### src/rtl/psd_pkg.sv
// ----------------------------------------------------------------------------
// psd_pkg
// Shared types and constants for the H.264 parameter set detector.
// ----------------------------------------------------------------------------
package psd_pkg;

   localparam logic [4:0] TYPE_MASK = 5'h1F;
   localparam logic [4:0] TYPE_SPS  = 5'd7;
   localparam logic [4:0] TYPE_PPS  = 5'd8;
   localparam logic [7:0] BYTE_ZERO = 8'h00;
   localparam logic [7:0] BYTE_ONE  = 8'h01;
   localparam logic [1:0] LEN_LAST  = 2'd3;   // index of final length byte

   typedef struct packed {
      logic [7:0] data_byte;
      logic       last_byte;
   } req_type;

   typedef struct packed {
      logic has_sps;
      logic has_pps;
      logic annex_b_format;
   } rsp_type;

   // Classified byte as it sits in the queue
   typedef struct packed {
      logic [7:0] data_byte;
      logic       last_byte;
      logic       is_zero;
      logic       is_one;
      logic       is_sps;
      logic       is_pps;
   } entry_type;

   typedef struct packed {
      logic full;
      logic empty;
   } qstat_type;

endpackage

### src/rtl/psd_front.sv
// ----------------------------------------------------------------------------
// psd_front
// Accepts request bytes and classifies them for the parsers.
// ----------------------------------------------------------------------------
module psd_front (
   input  logic                 req_valid,
   output logic                 req_stall,
   input  psd_pkg::req_type     req_payload,
   input  psd_pkg::qstat_type   q_stat,
   output logic                 push,
   output psd_pkg::entry_type   push_entry
);

   logic [4:0] nal_type;

   assign nal_type  = req_payload.data_byte[4:0] & psd_pkg::TYPE_MASK;
   assign req_stall = q_stat.full;
   assign push      = req_valid && !q_stat.full;

   always_comb begin
      push_entry.data_byte = req_payload.data_byte;
      push_entry.last_byte = req_payload.last_byte;
      push_entry.is_zero   = (req_payload.data_byte == psd_pkg::BYTE_ZERO);
      push_entry.is_one    = (req_payload.data_byte == psd_pkg::BYTE_ONE);
      push_entry.is_sps    = (nal_type == psd_pkg::TYPE_SPS);
      push_entry.is_pps    = (nal_type == psd_pkg::TYPE_PPS);
   end

endmodule

### src/rtl/psd_queue.sv
// ----------------------------------------------------------------------------
// psd_queue
// Small register queue between the front and back parts.
// ----------------------------------------------------------------------------
module psd_queue #(
   parameter int DEPTH = 4
) (
   input  logic                 clock,
   input  logic                 reset,
   input  logic                 push,
   input  psd_pkg::entry_type   push_entry,
   input  logic                 pop,
   output psd_pkg::entry_type   head,
   output psd_pkg::qstat_type   q_stat
);

   localparam int PW = (DEPTH > 1) ? $clog2(DEPTH) : 1;
   localparam int CW = $clog2(DEPTH + 1);
   localparam logic [PW-1:0] PTR_MAX = PW'(DEPTH - 1);
   localparam logic [CW-1:0] CNT_MAX = CW'(DEPTH);

   psd_pkg::entry_type mem_ff [DEPTH];
   logic [PW-1:0] wr_ptr_ff, wr_ptr_in;
   logic [PW-1:0] rd_ptr_ff, rd_ptr_in;
   logic [CW-1:0] count_ff, count_in;

   always_comb begin
      wr_ptr_in = wr_ptr_ff;
      rd_ptr_in = rd_ptr_ff;
      count_in  = count_ff;
      if (push) begin
         wr_ptr_in = (wr_ptr_ff == PTR_MAX) ? '0 : wr_ptr_ff + 1'b1;
      end
      if (pop) begin
         rd_ptr_in = (rd_ptr_ff == PTR_MAX) ? '0 : rd_ptr_ff + 1'b1;
      end
      if (push && !pop) begin
         count_in = count_ff + 1'b1;
      end else if (pop && !push) begin
         count_in = count_ff - 1'b1;
      end
   end

   always_ff @(posedge clock) begin
      if (reset) begin
         wr_ptr_ff <= '0;
         rd_ptr_ff <= '0;
         count_ff  <= '0;
      end else begin
         wr_ptr_ff <= wr_ptr_in;
         rd_ptr_ff <= rd_ptr_in;
         count_ff  <= count_in;
      end
   end

   always_ff @(posedge clock) begin
      if (push) begin
         mem_ff[wr_ptr_ff] <= push_entry;
      end
   end

   assign head         = mem_ff[rd_ptr_ff];
   assign q_stat.full  = (count_ff == CNT_MAX);
   assign q_stat.empty = (count_ff == '0);

endmodule

### src/rtl/psd_back.sv
// ----------------------------------------------------------------------------
// psd_back
// Annex-B and length-prefixed parsers plus the result register.
// ----------------------------------------------------------------------------
module psd_back (
   input  logic                 clock,
   input  logic                 reset,
   input  psd_pkg::entry_type   head,
   input  psd_pkg::qstat_type   q_stat,
   output logic                 pop,
   output logic                 rsp_valid,
   input  logic                 rsp_stall,
   output psd_pkg::rsp_type     rsp_payload
);

   // Annex-B scanner
   logic z0_ff, z0_in;          // previous byte was zero
   logic z1_ff, z1_in;          // byte before that was zero
   logic hdr_ff, hdr_in;        // next byte is a NAL header
   logic seen_ff, seen_in;
   logic a_sps_ff, a_sps_in;
   logic a_pps_ff, a_pps_in;

   // Length-prefixed scanner
   logic [1:0]  idx_ff, idx_in;
   logic        body_ff, body_in;
   logic        first_ff, first_in;   // next body byte is the NAL header
   logic [31:0] acc_ff, acc_in;
   logic [31:0] rem_ff, rem_in;
   logic        stop_ff, stop_in;
   logic        p_sps_ff, p_sps_in;   // pending body type is SPS
   logic        p_pps_ff, p_pps_in;
   logic        l_sps_ff, l_sps_in;
   logic        l_pps_ff, l_pps_in;

   logic [31:0] rem_dec;
   logic        out_free;

   psd_pkg::rsp_type rsp_ff, rsp_in;
   logic             rsp_valid_ff, rsp_valid_in;

   // only a last byte needs the response register
   assign out_free = !rsp_valid_ff || !rsp_stall;
   assign pop      = !q_stat.empty && (out_free || !head.last_byte);
   assign rem_dec  = rem_ff - 32'd1;

   always_comb begin
      z0_in = z0_ff;  z1_in = z1_ff;  hdr_in = hdr_ff;  seen_in = seen_ff;
      a_sps_in = a_sps_ff;  a_pps_in = a_pps_ff;
      idx_in = idx_ff;  body_in = body_ff;  first_in = first_ff;
      acc_in = acc_ff;  rem_in = rem_ff;  stop_in = stop_ff;
      p_sps_in = p_sps_ff;  p_pps_in = p_pps_ff;
      l_sps_in = l_sps_ff;  l_pps_in = l_pps_ff;
      rsp_in = rsp_ff;
      rsp_valid_in = rsp_valid_ff && rsp_stall;

      if (pop) begin
         // Annex-B
         if (hdr_ff) begin
            if (head.is_sps) a_sps_in = 1'b1;
            if (head.is_pps) a_pps_in = 1'b1;
            hdr_in = 1'b0;
         end
         if (head.is_one && z0_ff && z1_ff) begin
            seen_in = 1'b1;
            hdr_in  = 1'b1;
         end
         z1_in = z0_ff;
         z0_in = head.is_zero;

         // Length-prefixed
         if (!stop_ff) begin
            if (!body_ff) begin
               acc_in = {acc_ff[23:0], head.data_byte};
               idx_in = idx_ff + 2'd1;
               if (idx_ff == psd_pkg::LEN_LAST) begin
                  if (acc_in == '0) begin
                     stop_in = 1'b1;
                  end else begin
                     body_in  = 1'b1;
                     first_in = 1'b1;
                     rem_in   = acc_in;
                  end
               end
            end else begin
               if (first_ff) begin
                  p_sps_in = head.is_sps;
                  p_pps_in = head.is_pps;
                  first_in = 1'b0;
               end
               rem_in = rem_dec;
               if (rem_dec == '0) begin
                  if (p_sps_in) l_sps_in = 1'b1;
                  if (p_pps_in) l_pps_in = 1'b1;
                  body_in = 1'b0;
                  acc_in  = '0;
               end
            end
         end

         if (head.last_byte) begin
            rsp_valid_in          = 1'b1;
            rsp_in.annex_b_format = seen_in;
            rsp_in.has_sps        = seen_in ? a_sps_in : l_sps_in;
            rsp_in.has_pps        = seen_in ? a_pps_in : l_pps_in;
            // unit done: back to idle
            z0_in = 1'b0;  z1_in = 1'b0;  hdr_in = 1'b0;  seen_in = 1'b0;
            a_sps_in = 1'b0;  a_pps_in = 1'b0;
            idx_in = '0;  body_in = 1'b0;  first_in = 1'b0;
            acc_in = '0;  rem_in = '0;  stop_in = 1'b0;
            p_sps_in = 1'b0;  p_pps_in = 1'b0;
            l_sps_in = 1'b0;  l_pps_in = 1'b0;
         end
      end
   end

   always_ff @(posedge clock) begin
      if (reset) begin
         z0_ff <= 1'b0;  z1_ff <= 1'b0;  hdr_ff <= 1'b0;  seen_ff <= 1'b0;
         a_sps_ff <= 1'b0;  a_pps_ff <= 1'b0;
         idx_ff <= '0;  body_ff <= 1'b0;  first_ff <= 1'b0;
         acc_ff <= '0;  rem_ff <= '0;  stop_ff <= 1'b0;
         p_sps_ff <= 1'b0;  p_pps_ff <= 1'b0;
         l_sps_ff <= 1'b0;  l_pps_ff <= 1'b0;
         rsp_valid_ff <= 1'b0;
      end else begin
         z0_ff <= z0_in;  z1_ff <= z1_in;  hdr_ff <= hdr_in;  seen_ff <= seen_in;
         a_sps_ff <= a_sps_in;  a_pps_ff <= a_pps_in;
         idx_ff <= idx_in;  body_ff <= body_in;  first_ff <= first_in;
         acc_ff <= acc_in;  rem_ff <= rem_in;  stop_ff <= stop_in;
         p_sps_ff <= p_sps_in;  p_pps_ff <= p_pps_in;
         l_sps_ff <= l_sps_in;  l_pps_ff <= l_pps_in;
         rsp_valid_ff <= rsp_valid_in;
      end
   end

   always_ff @(posedge clock) begin
      rsp_ff <= rsp_in;
   end

   assign rsp_valid   = rsp_valid_ff;
   assign rsp_payload = rsp_ff;

endmodule

### src/rtl/h264_parameter_set_detector.sv
// ----------------------------------------------------------------------------
// h264_parameter_set_detector
// Reports whether an H.264 access unit carries an SPS and a PPS.
// ----------------------------------------------------------------------------
// Usage:
//  - req channel: one byte of the access unit per request, last_byte set on
//    the final byte. Units are sent back to back; an empty unit is not sent.
//  - rsp channel: one response per unit, after its last byte. annex_b_format
//    says whether start codes were found; has_sps/has_pps come from the
//    start-code scanner in that case, otherwise from the 4-byte length scan.
//  - Throughput: one byte per cycle while req_stall is low, set by the
//    single-byte step of both scanners in the back part.
//  - The last byte is registered in the queue, then popped into the response
//    register behind rsp_valid; bytes waiting ahead of it in the queue delay it.
//  - rsp_stall holds the response register; only the next unit's last byte
//    waits on it, earlier bytes keep flowing. The queue (QUEUE_DEPTH entries)
//    then fills behind that last byte, and once full req_stall rises.
//  - Reset (synchronous) empties the queue, clears both scanners and drops
//    rsp_valid; req_stall is low right after reset.
// ----------------------------------------------------------------------------
module h264_parameter_set_detector #(
   parameter int QUEUE_DEPTH = 4
) (
   input  logic               clock,
   input  logic               reset,
   input  logic               req_valid,
   output logic               req_stall,
   input  psd_pkg::req_type   req_payload,
   output logic               rsp_valid,
   input  logic               rsp_stall,
   output psd_pkg::rsp_type   rsp_payload
);

   psd_pkg::qstat_type q_stat;
   psd_pkg::entry_type push_entry;
   psd_pkg::entry_type head;
   logic               push;
   logic               pop;

   // Front: accept and classify bytes
   psd_front u_front (
      .req_valid   (req_valid),
      .req_stall   (req_stall),
      .req_payload (req_payload),
      .q_stat      (q_stat),
      .push        (push),
      .push_entry  (push_entry)
   );

   // Decoupling queue
   psd_queue #(
      .DEPTH (QUEUE_DEPTH)
   ) u_queue (
      .clock      (clock),
      .reset      (reset),
      .push       (push),
      .push_entry (push_entry),
      .pop        (pop),
      .head       (head),
      .q_stat     (q_stat)
   );

   // Back: both scanners and the response register
   psd_back u_back (
      .clock       (clock),
      .reset       (reset),
      .head        (head),
      .q_stat      (q_stat),
      .pop         (pop),
      .rsp_valid   (rsp_valid),
      .rsp_stall   (rsp_stall),
      .rsp_payload (rsp_payload)
   );

endmodule

### config.mk
export PLATFORM = sky130hd
export DESIGN_NAME = h264_parameter_set_detector
export DESIGN_NICKNAME = d
export VERILOG_FILES = /design/src/rtl/psd_pkg.sv /design/src/rtl/psd_front.sv /design/src/rtl/psd_queue.sv /design/src/rtl/psd_back.sv /design/src/rtl/h264_parameter_set_detector.sv
export SDC_FILE = /design/constraint.sdc
export NUM_CORES = 1
export LEC_CHECK = 0
export BUFFER_PORTS_ARGS = -buffer_cell sky130_fd_sc_hd__buf_4
export CAP_MARGIN = 20
export CORE_ASPECT_RATIO = 0.6
export CORE_MARGIN = 5
export CORE_UTILIZATION = 35
export CTS_BUF_LIST = sky130_fd_sc_hd__clkbuf_4
export CTS_CLUSTER_DIAMETER = 60
export DETAILED_ROUTE_END_ITERATION = 8
export HOLD_SLACK_MARGIN = 0.15
export SYNTH_ARGS = -nofsm -noshare
export SYNTH_HDL_FRONTEND = slang
export SYNTH_SLANG_ARGS = --single-unit
### constraint.sdc
create_clock -name clock -period 3.9 [get_ports clock]
set_input_delay 0.78 -clock clock [delete_from_list [all_inputs] [get_ports clock]]
set_output_delay 0.78 -clock clock [all_outputs]
set_load 0.005 [all_outputs]
## After elaboration in Yosys (flattened, before gate mapping)

Memory sizes are Yosys's and may differ from the RTL's. A register that Yosys moved wholly into a read port is not among the register bits.
Index checks and enable logic that the tools add are counted.

| operators by class | value |
|---|---|
| reduce and logical (&&, ||, !) cells | 29 |
| mux-type cells | 77 |
| equal/unequal tests | 11 |
| add/sub/neg operators | 6 |

Operators with widths:

| operator | number |
|---|---|
| $mux W32 | 5 |
| $mux W24 | 4 |
| $logic_not A32 Y1 | 2 |
| $mux W1 | 59 |
| $sub A32 B1 Y32 const B | 1 |
| $mux W2 | 7 |
| $reduce_and A3 Y1 | 3 |
| $eq A8 B1 Y1 const B | 1 |
| $logic_not A8 Y1 | 1 |
| $logic_and A1 B1 Y1 | 7 |
| $logic_not A1 Y1 | 7 |
| $add A2 B1 Y2 const B | 3 |
| $eq A2 B2 Y1 const B | 3 |
| $mux W3 | 2 |
| $eq A5 B3 Y1 const B | 1 |
| $eq A5 B4 Y1 const B | 1 |
| $ne A2 B1 Y1 const B | 2 |
| $reduce_and A2 Y1 | 2 |
| $reduce_and A4 Y1 | 1 |
| $reduce_bool A2 Y1 | 2 |
| $add A3 B1 Y3 const B | 1 |
| $eq A3 B3 Y1 const B | 1 |
| $logic_not A3 Y1 | 1 |
| $ne A3 B1 Y1 const B | 1 |
| 4 further kinds | 5 |

| storage, ports and cells | value |
|---|---|
| output and inout port bits | 5 |
| register bits | 82 |
| bits in writable memories | 52 |
| memories kept | 1 |
| word-level logic and storage cells | 147 |
| bits of input ports | 13 |

Memories:

| memory | depth | bits a word | read ports | clocked after memory_dff | write ports | RTL line | RTL |
|---|---|---|---|---|---|---|---|
| u_queue.mem_ff | 4 | 13 | 1 | 1 | 1 | psd_queue.sv:22 | `psd_pkg::entry_type mem_ff [DEPTH];` |

## Depth between registers and ports, before layout

| logic depth | value |
|---|---|
| depth after elaboration | 10 |
| gate-level depth with buffers | 12 |
| depth with buffers taken out | 9 |

## By module

Synthesis repeated with hierarchy kept, for this count alone.

| second synthesis, totals | value |
|---|---|
| cell total of the unflattened synthesis | 667 |
| area total of the unflattened synthesis | 6781.5 µm² |

By module, submodules not included:

| module | area an instance (µm²) | cells an instance | sequential area each (µm²) | times used |
|---|---|---|---|---|
| psd_back | 4319.1 | 537 | 1531.5 | 1 |
| psd_queue | 2322.2 | 111 | 1741.7 | 1 |
| psd_front | 140.1 | 19 | 0.0 | 1 |

## Worst setup path after synthesis

Ideal clock, no wire load.

| timing path | value |
|---|---|
| kind | register to register |
| start point | reg u_back.rem_ff[23] |
| end point | reg u_back.l_pps_ff |
| setup time | 0.096 ns |
| setup slack | 1.172 ns |
| path buffers | 0 |
| arrival time | 2.633 ns |
| data required time | 3.804 ns |
| period minus slack after synthesis | 2.728 ns |
| stages on the path, launching flop included | 8 |
| cells stage by stage | dfxtp_1 -> or4_4 -> or4_1 -> or4_1 -> xor2_1 -> nand4b_1 -> or3_4 -> o41ai_2 |

| on the way | value |
|---|---|
| word-level cells in the longest chain between the ends | 6 |

RTL lines:

| item | RTL line | RTL |
|---|---|---|
| start, declared | psd_back.sv:29 | `logic [31:0] rem_ff, rem_in;` |
| start signal, assigned | psd_back.sv:130 | `acc_ff <= acc_in; rem_ff <= rem_in; stop_ff <= stop_in;` |
| $sub A32 B1 Y32 | psd_back.sv:45 | `assign rem_dec = rem_ff - 32'd1;` |
| $logic_not A32 Y1 | psd_back.sv:92 | `if (rem_dec == '0) begin` |
| $mux W1 | psd_back.sv:92 |  |
| $mux W1 | psd_back.sv:73 | `if (!body_ff) begin` |
| $mux W1 | psd_back.sv:72 | `if (!stop_ff) begin` |
| $mux W1 | psd_back.sv:101 | `if (head.last_byte) begin` |
| end signal, assigned | psd_back.sv:132 | `l_sps_ff <= l_sps_in; l_pps_ff <= l_pps_in;` |
| end, declared | psd_back.sv:34 | `logic l_pps_ff, l_pps_in;` |

Every way passes these cells.
A chain may end at the register's enable or synchronous reset.

## Worst setup path after layout

| timing path | value |
|---|---|
| start point | reg u_back.rem_ff[0] |
| end point | reg u_back.rsp_ff (netlist bit u_back.rsp_payload[1]), data pin |

| on the way | value |
|---|---|
| word-level cells in the longest chain between the ends | 6 |

RTL lines:

| item | RTL line | RTL |
|---|---|---|
| $sub A32 B1 Y32 | psd_back.sv:45 |  |
| $logic_not A32 Y1 | psd_back.sv:92 |  |
| $mux W1 | psd_back.sv:92 |  |
| $mux W1 | psd_back.sv:73 |  |
| $mux W1 | psd_back.sv:72 |  |
| $mux W1 | psd_back.sv:105 | `rsp_in.has_pps = seen_in ? a_pps_in : l_pps_in;` |
| end signal, assigned | psd_back.sv:138 | `rsp_ff <= rsp_in;` |
| end, declared | psd_back.sv:39 | `psd_pkg::rsp_type rsp_ff, rsp_in;` |

Every way passes these cells.

==> impl_metrics.tcl <==
set metrics [dict create \
    fin_nets 698 \
    fillerInstances 1837 \
    worstSetupStartpointType "flop" \
    clkSinkCount 136 \
    final_max_slew_viol_count 0 \
    synth_seq_area_share 0.481 \
    hold_violations 0 \
    hold_depth 1 \
    multi_input_area_um2 3190 \
    design_area_um2 7460 \
    cts_inserted_buffers 17 \
    final_common_cell "dfxtp_1" \
    fp.dieW_um 190 \
    worstSkewPairLatency_ns 0.56 \
    ios 18 \
    worstSetupPathType "flop to flop" \
    switchingPower_w 0.00247 \
    leakage_nw 2.57 \
    worstPathMaxFanout 10 \
    postRouteAntennaNets 0 \
    grt_pass1_vias 5178 \
    ff_latch_area_um2 3270 \
    hp-start "req_payload[6]" \
    p_int_w 0.00299 \
    n_antenna_cell 0 \
    synth_edf_count 55 \
    mostFrequentLayoutCells "dfxtp_1 (81), nor2_1 (65), nand2_1 (55), edfxtp_1 (55)" \
    remaining_drc_errors 0 \
    netlist_instances 665 \
    worstRegToRegCells 10 \
    synth_cell_types 66 \
    cts_tree "done" \
    start_util 0.356 \
    place_congestion 0.918 \
    postRouteWirelength_um 19800 \
    cts_setup_buffers 0 \
    switching_share 0.452 \
    status "finished clean" \
    ys_ff_latch 136 \
    clkTransAtPathRegs_ns 0.13 \
    ir_drop_mv 0.245 \
    portBuffers 17 \
    hpwl_um 14300 \
    r2r_start "u_back.rem_ff[0]$_SDFFE_PP0P_" \
    hp-class "input port to flop" \
    seqPwrFrac 0.341 \
    syn_to_final_growth_pct 9.66 \
    synth.net_count 688 \
    drv_cap 0 \
    gr-total-overflow 0 \
    critical_path_required_ns 4.28 \
    cts_buffer_depth 2 \
    drive_above_1_share 0.169 \
    cp.arrival_ns 3.75 \
    grt_max_degree 56 \
    antenna_found_initial 0 \
    finalPower_w 0.00546 \
    fin_tns_setup_ns 0 \
    drt_iter0_drc 732 \
    cts_resized 0 \
    root_buffer "clkbuf_4" \
    first_pass_iters 5 \
    synth_flop_cell "dfxtp_1" \
    hold_buffers 0 \
    finClkSkew_ns 0.0195 \
    vias 5580 \
    period_share 0.863 \
    core_um2 19100 \
    die_area_um2 22400 \
    holdPathEnd "u_queue.mem_ff[3][10]$_DFFE_PP_" \
    yosysWarnings 0 \
    power_density_nw_per_um2 733 \
    end_kind "flop" \
    via_per_inst 5.85 \
    placed_area_um2 7180 \
    netlist_area_um2 6800 \
    fin_crit_ns 3.37 \
    max_clock_freq_mhz 297 \
    ff2ff_setup_slack_ns 0.53 \
    tightest_slew_ns 0.723 \
    setup-violations-final 0 \
    r2r_end "u_back.rsp_payload[1]$_DFFE_PP_" \
    rsz0062_at_grt "no" \
    post_drt_wl_per_cell_um 20.8 \
    grt_pass1_wl_um 30700 \
    avgSynthCellArea_um2 10.2 \
    rows 39 \
    die_h_um 118 \
    slew_headroom 0.518 \
    track_usage 0.177 \
    comb_power_share 0.489 \
    htree_levels 4 \
    async_flop_share 0 \
    clkPwrFrac 0.170 \
]
## synthesized netlist by cell type (4+ instances only)
| cell | instances | area [um^2] |
|---|---|---|
| xor2_1 | 8 | 70.1 |
| and2_1 | 5 | 31.3 |
| nand3_1 | 13 | 65.1 |
| o41ai_2 | 5 | 81.3 |
| a2bb2oi_1 | 18 | 158 |
| buf_6 | 7 | 78.8 |
| nor4_1 | 21 | 131 |
| a21o_1 | 6 | 45.0 |
| clkbuf_1 | 25 | 93.8 |
| nand2_1 | 55 | 206 |
| a32oi_1 | 11 | 96.3 |
| o31ai_1 | 21 | 158 |
| nor2_1 | 65 | 244 |
| or4_1 | 8 | 60.1 |
| a31oi_1 | 4 | 25.0 |
| ha_1 | 9 | 113 |
| mux4_2 | 12 | 270 |
| dfxtp_1 | 81 | 1620 |
| mux2_2 | 4 | 45.0 |
| nor3b_1 | 7 | 52.6 |
| mux2i_1 | 12 | 120 |
| buf_2 | 17 | 85.1 |
| nand2b_1 | 4 | 25.0 |
| inv_1 | 17 | 63.8 |
| a22oi_1 | 9 | 67.6 |
| xnor2_1 | 5 | 43.8 |
| a21oi_1 | 42 | 210 |
| nand4_1 | 4 | 25.0 |
| edfxtp_1 | 55 | 1650 |
| o21ai_0 | 29 | 145 |
| o41ai_1 | 7 | 61.3 |
| nor3_1 | 19 | 95.1 |
| or3_1 | 6 | 37.5 |
## final cells by class
class,count,area share
Clock buffer,18,0.0181
Clock inverter,14,0.0186
Inverter,18,0.00906
Multi-Input combinational cell,460,0.428
Sequential cell,136,0.439
Tap cell,266,0.0446
Timing Repair Buffer,42,0.0423
## kinds of logic (layout without fill, tap and decap cells)
group,after synthesis,after routing,synth area share
AOI/OAI and AO/OA,178,178,0.192
xor gates and xnor gates,13,13,0.0167
adders and majority gates,10,10,0.0195
buffers and inverters,69,92,0.0489
DFF,136,136,0.481
muxes,28,28,0.0640
and+or+nand+nor,231,231,0.178
## power by group through the flow
| stage | combinational (W) | sequential (W) | clock, W |
|---|---|---|---|
| after detailed placement | 0.00260 | 0.00189 | 0 |
| after global routing | 0.00290 | 0.00189 | 0.00101 |
| after floorplan | 0.00192 | 0.00179 | 0 |
| after global placement | 0.00260 | 0.00188 | 0 |
| final | 0.00267 | 0.00186 | 0.000928 |
| after CTS | 0.00262 | 0.00186 | 0.000946 |
## worst max path at each step
stage	startpoint	depth (start not counted)	endpoint
finish	u_back.rem_ff[0]$_SDFFE_PP0P_	10	u_back.rsp_payload[1]$_DFFE_PP_
global route	flop	10	u_back.rem_ff[7]$_SDFFE_PP0P_
CTS	u_back.rem_ff[0]$_SDFFE_PP0P_	10	u_back.rsp_payload[1]$_DFFE_PP_
detailed placement	u_back.rem_ff[0]$_SDFFE_PP0P_	10	u_back.l_pps_ff$_SDFFE_PP0P_
global placement	u_back.rem_ff[0]$_SDFFE_PP0P_	10	u_back.rsp_payload[1]$_DFFE_PP_
floorplan	u_back.rem_ff[23]$_SDFFE_PP0P_	7	u_back.l_pps_ff$_SDFFE_PP0P_
## registers in the layout, indices dropped and copies added (netlist names), 2 cells and up, named ones only
name                cells
u_queue.rd_ptr_ff       2
u_queue.count_ff        3
u_queue.wr_ptr_ff       2
u_queue.mem_ff         52
u_back.idx_ff           2
u_back.acc_ff          24
u_back.rem_ff          32
u_back.rsp_payload      3
## per-layer routing
metal  share of wire  vias up  GRT usage
met2            0.38      263      0.213
met5               0        -          0
met4          0.0084        0     0.0357
met3            0.10       15     0.0572
met1            0.51     2741      0.295
li1                -     2561          -
## critical path, cell delays in order (launching register included)
cell       delay, ns
dfxtp_1         0.40
inv_1           0.11
ha_1            0.31
nor3b_2         0.30
nand4_1         0.24
buf_4           0.24
or4_1           0.57
xor2_1          0.18
o2111ai_1       0.17
or3_4           0.44
o31ai_1         0.24
## stage by stage
step / utilization / hold WS, ns / setup slack, ns / cells
global route: 0.391 / 0.380 / 0.275 / 954
CTS: 0.391 / 0.392 / 0.550 / 954
floorplan: - / 0.411 / 1.17 / 665
detailed placement: 0.376 / 0.446 / 0.577 / 922
global placement: 0.376 / 0.423 / 0.741 / 922
finish: 0.391 / 0.433 / 0.533 / 954
Power figures use the tool's default switching activity.
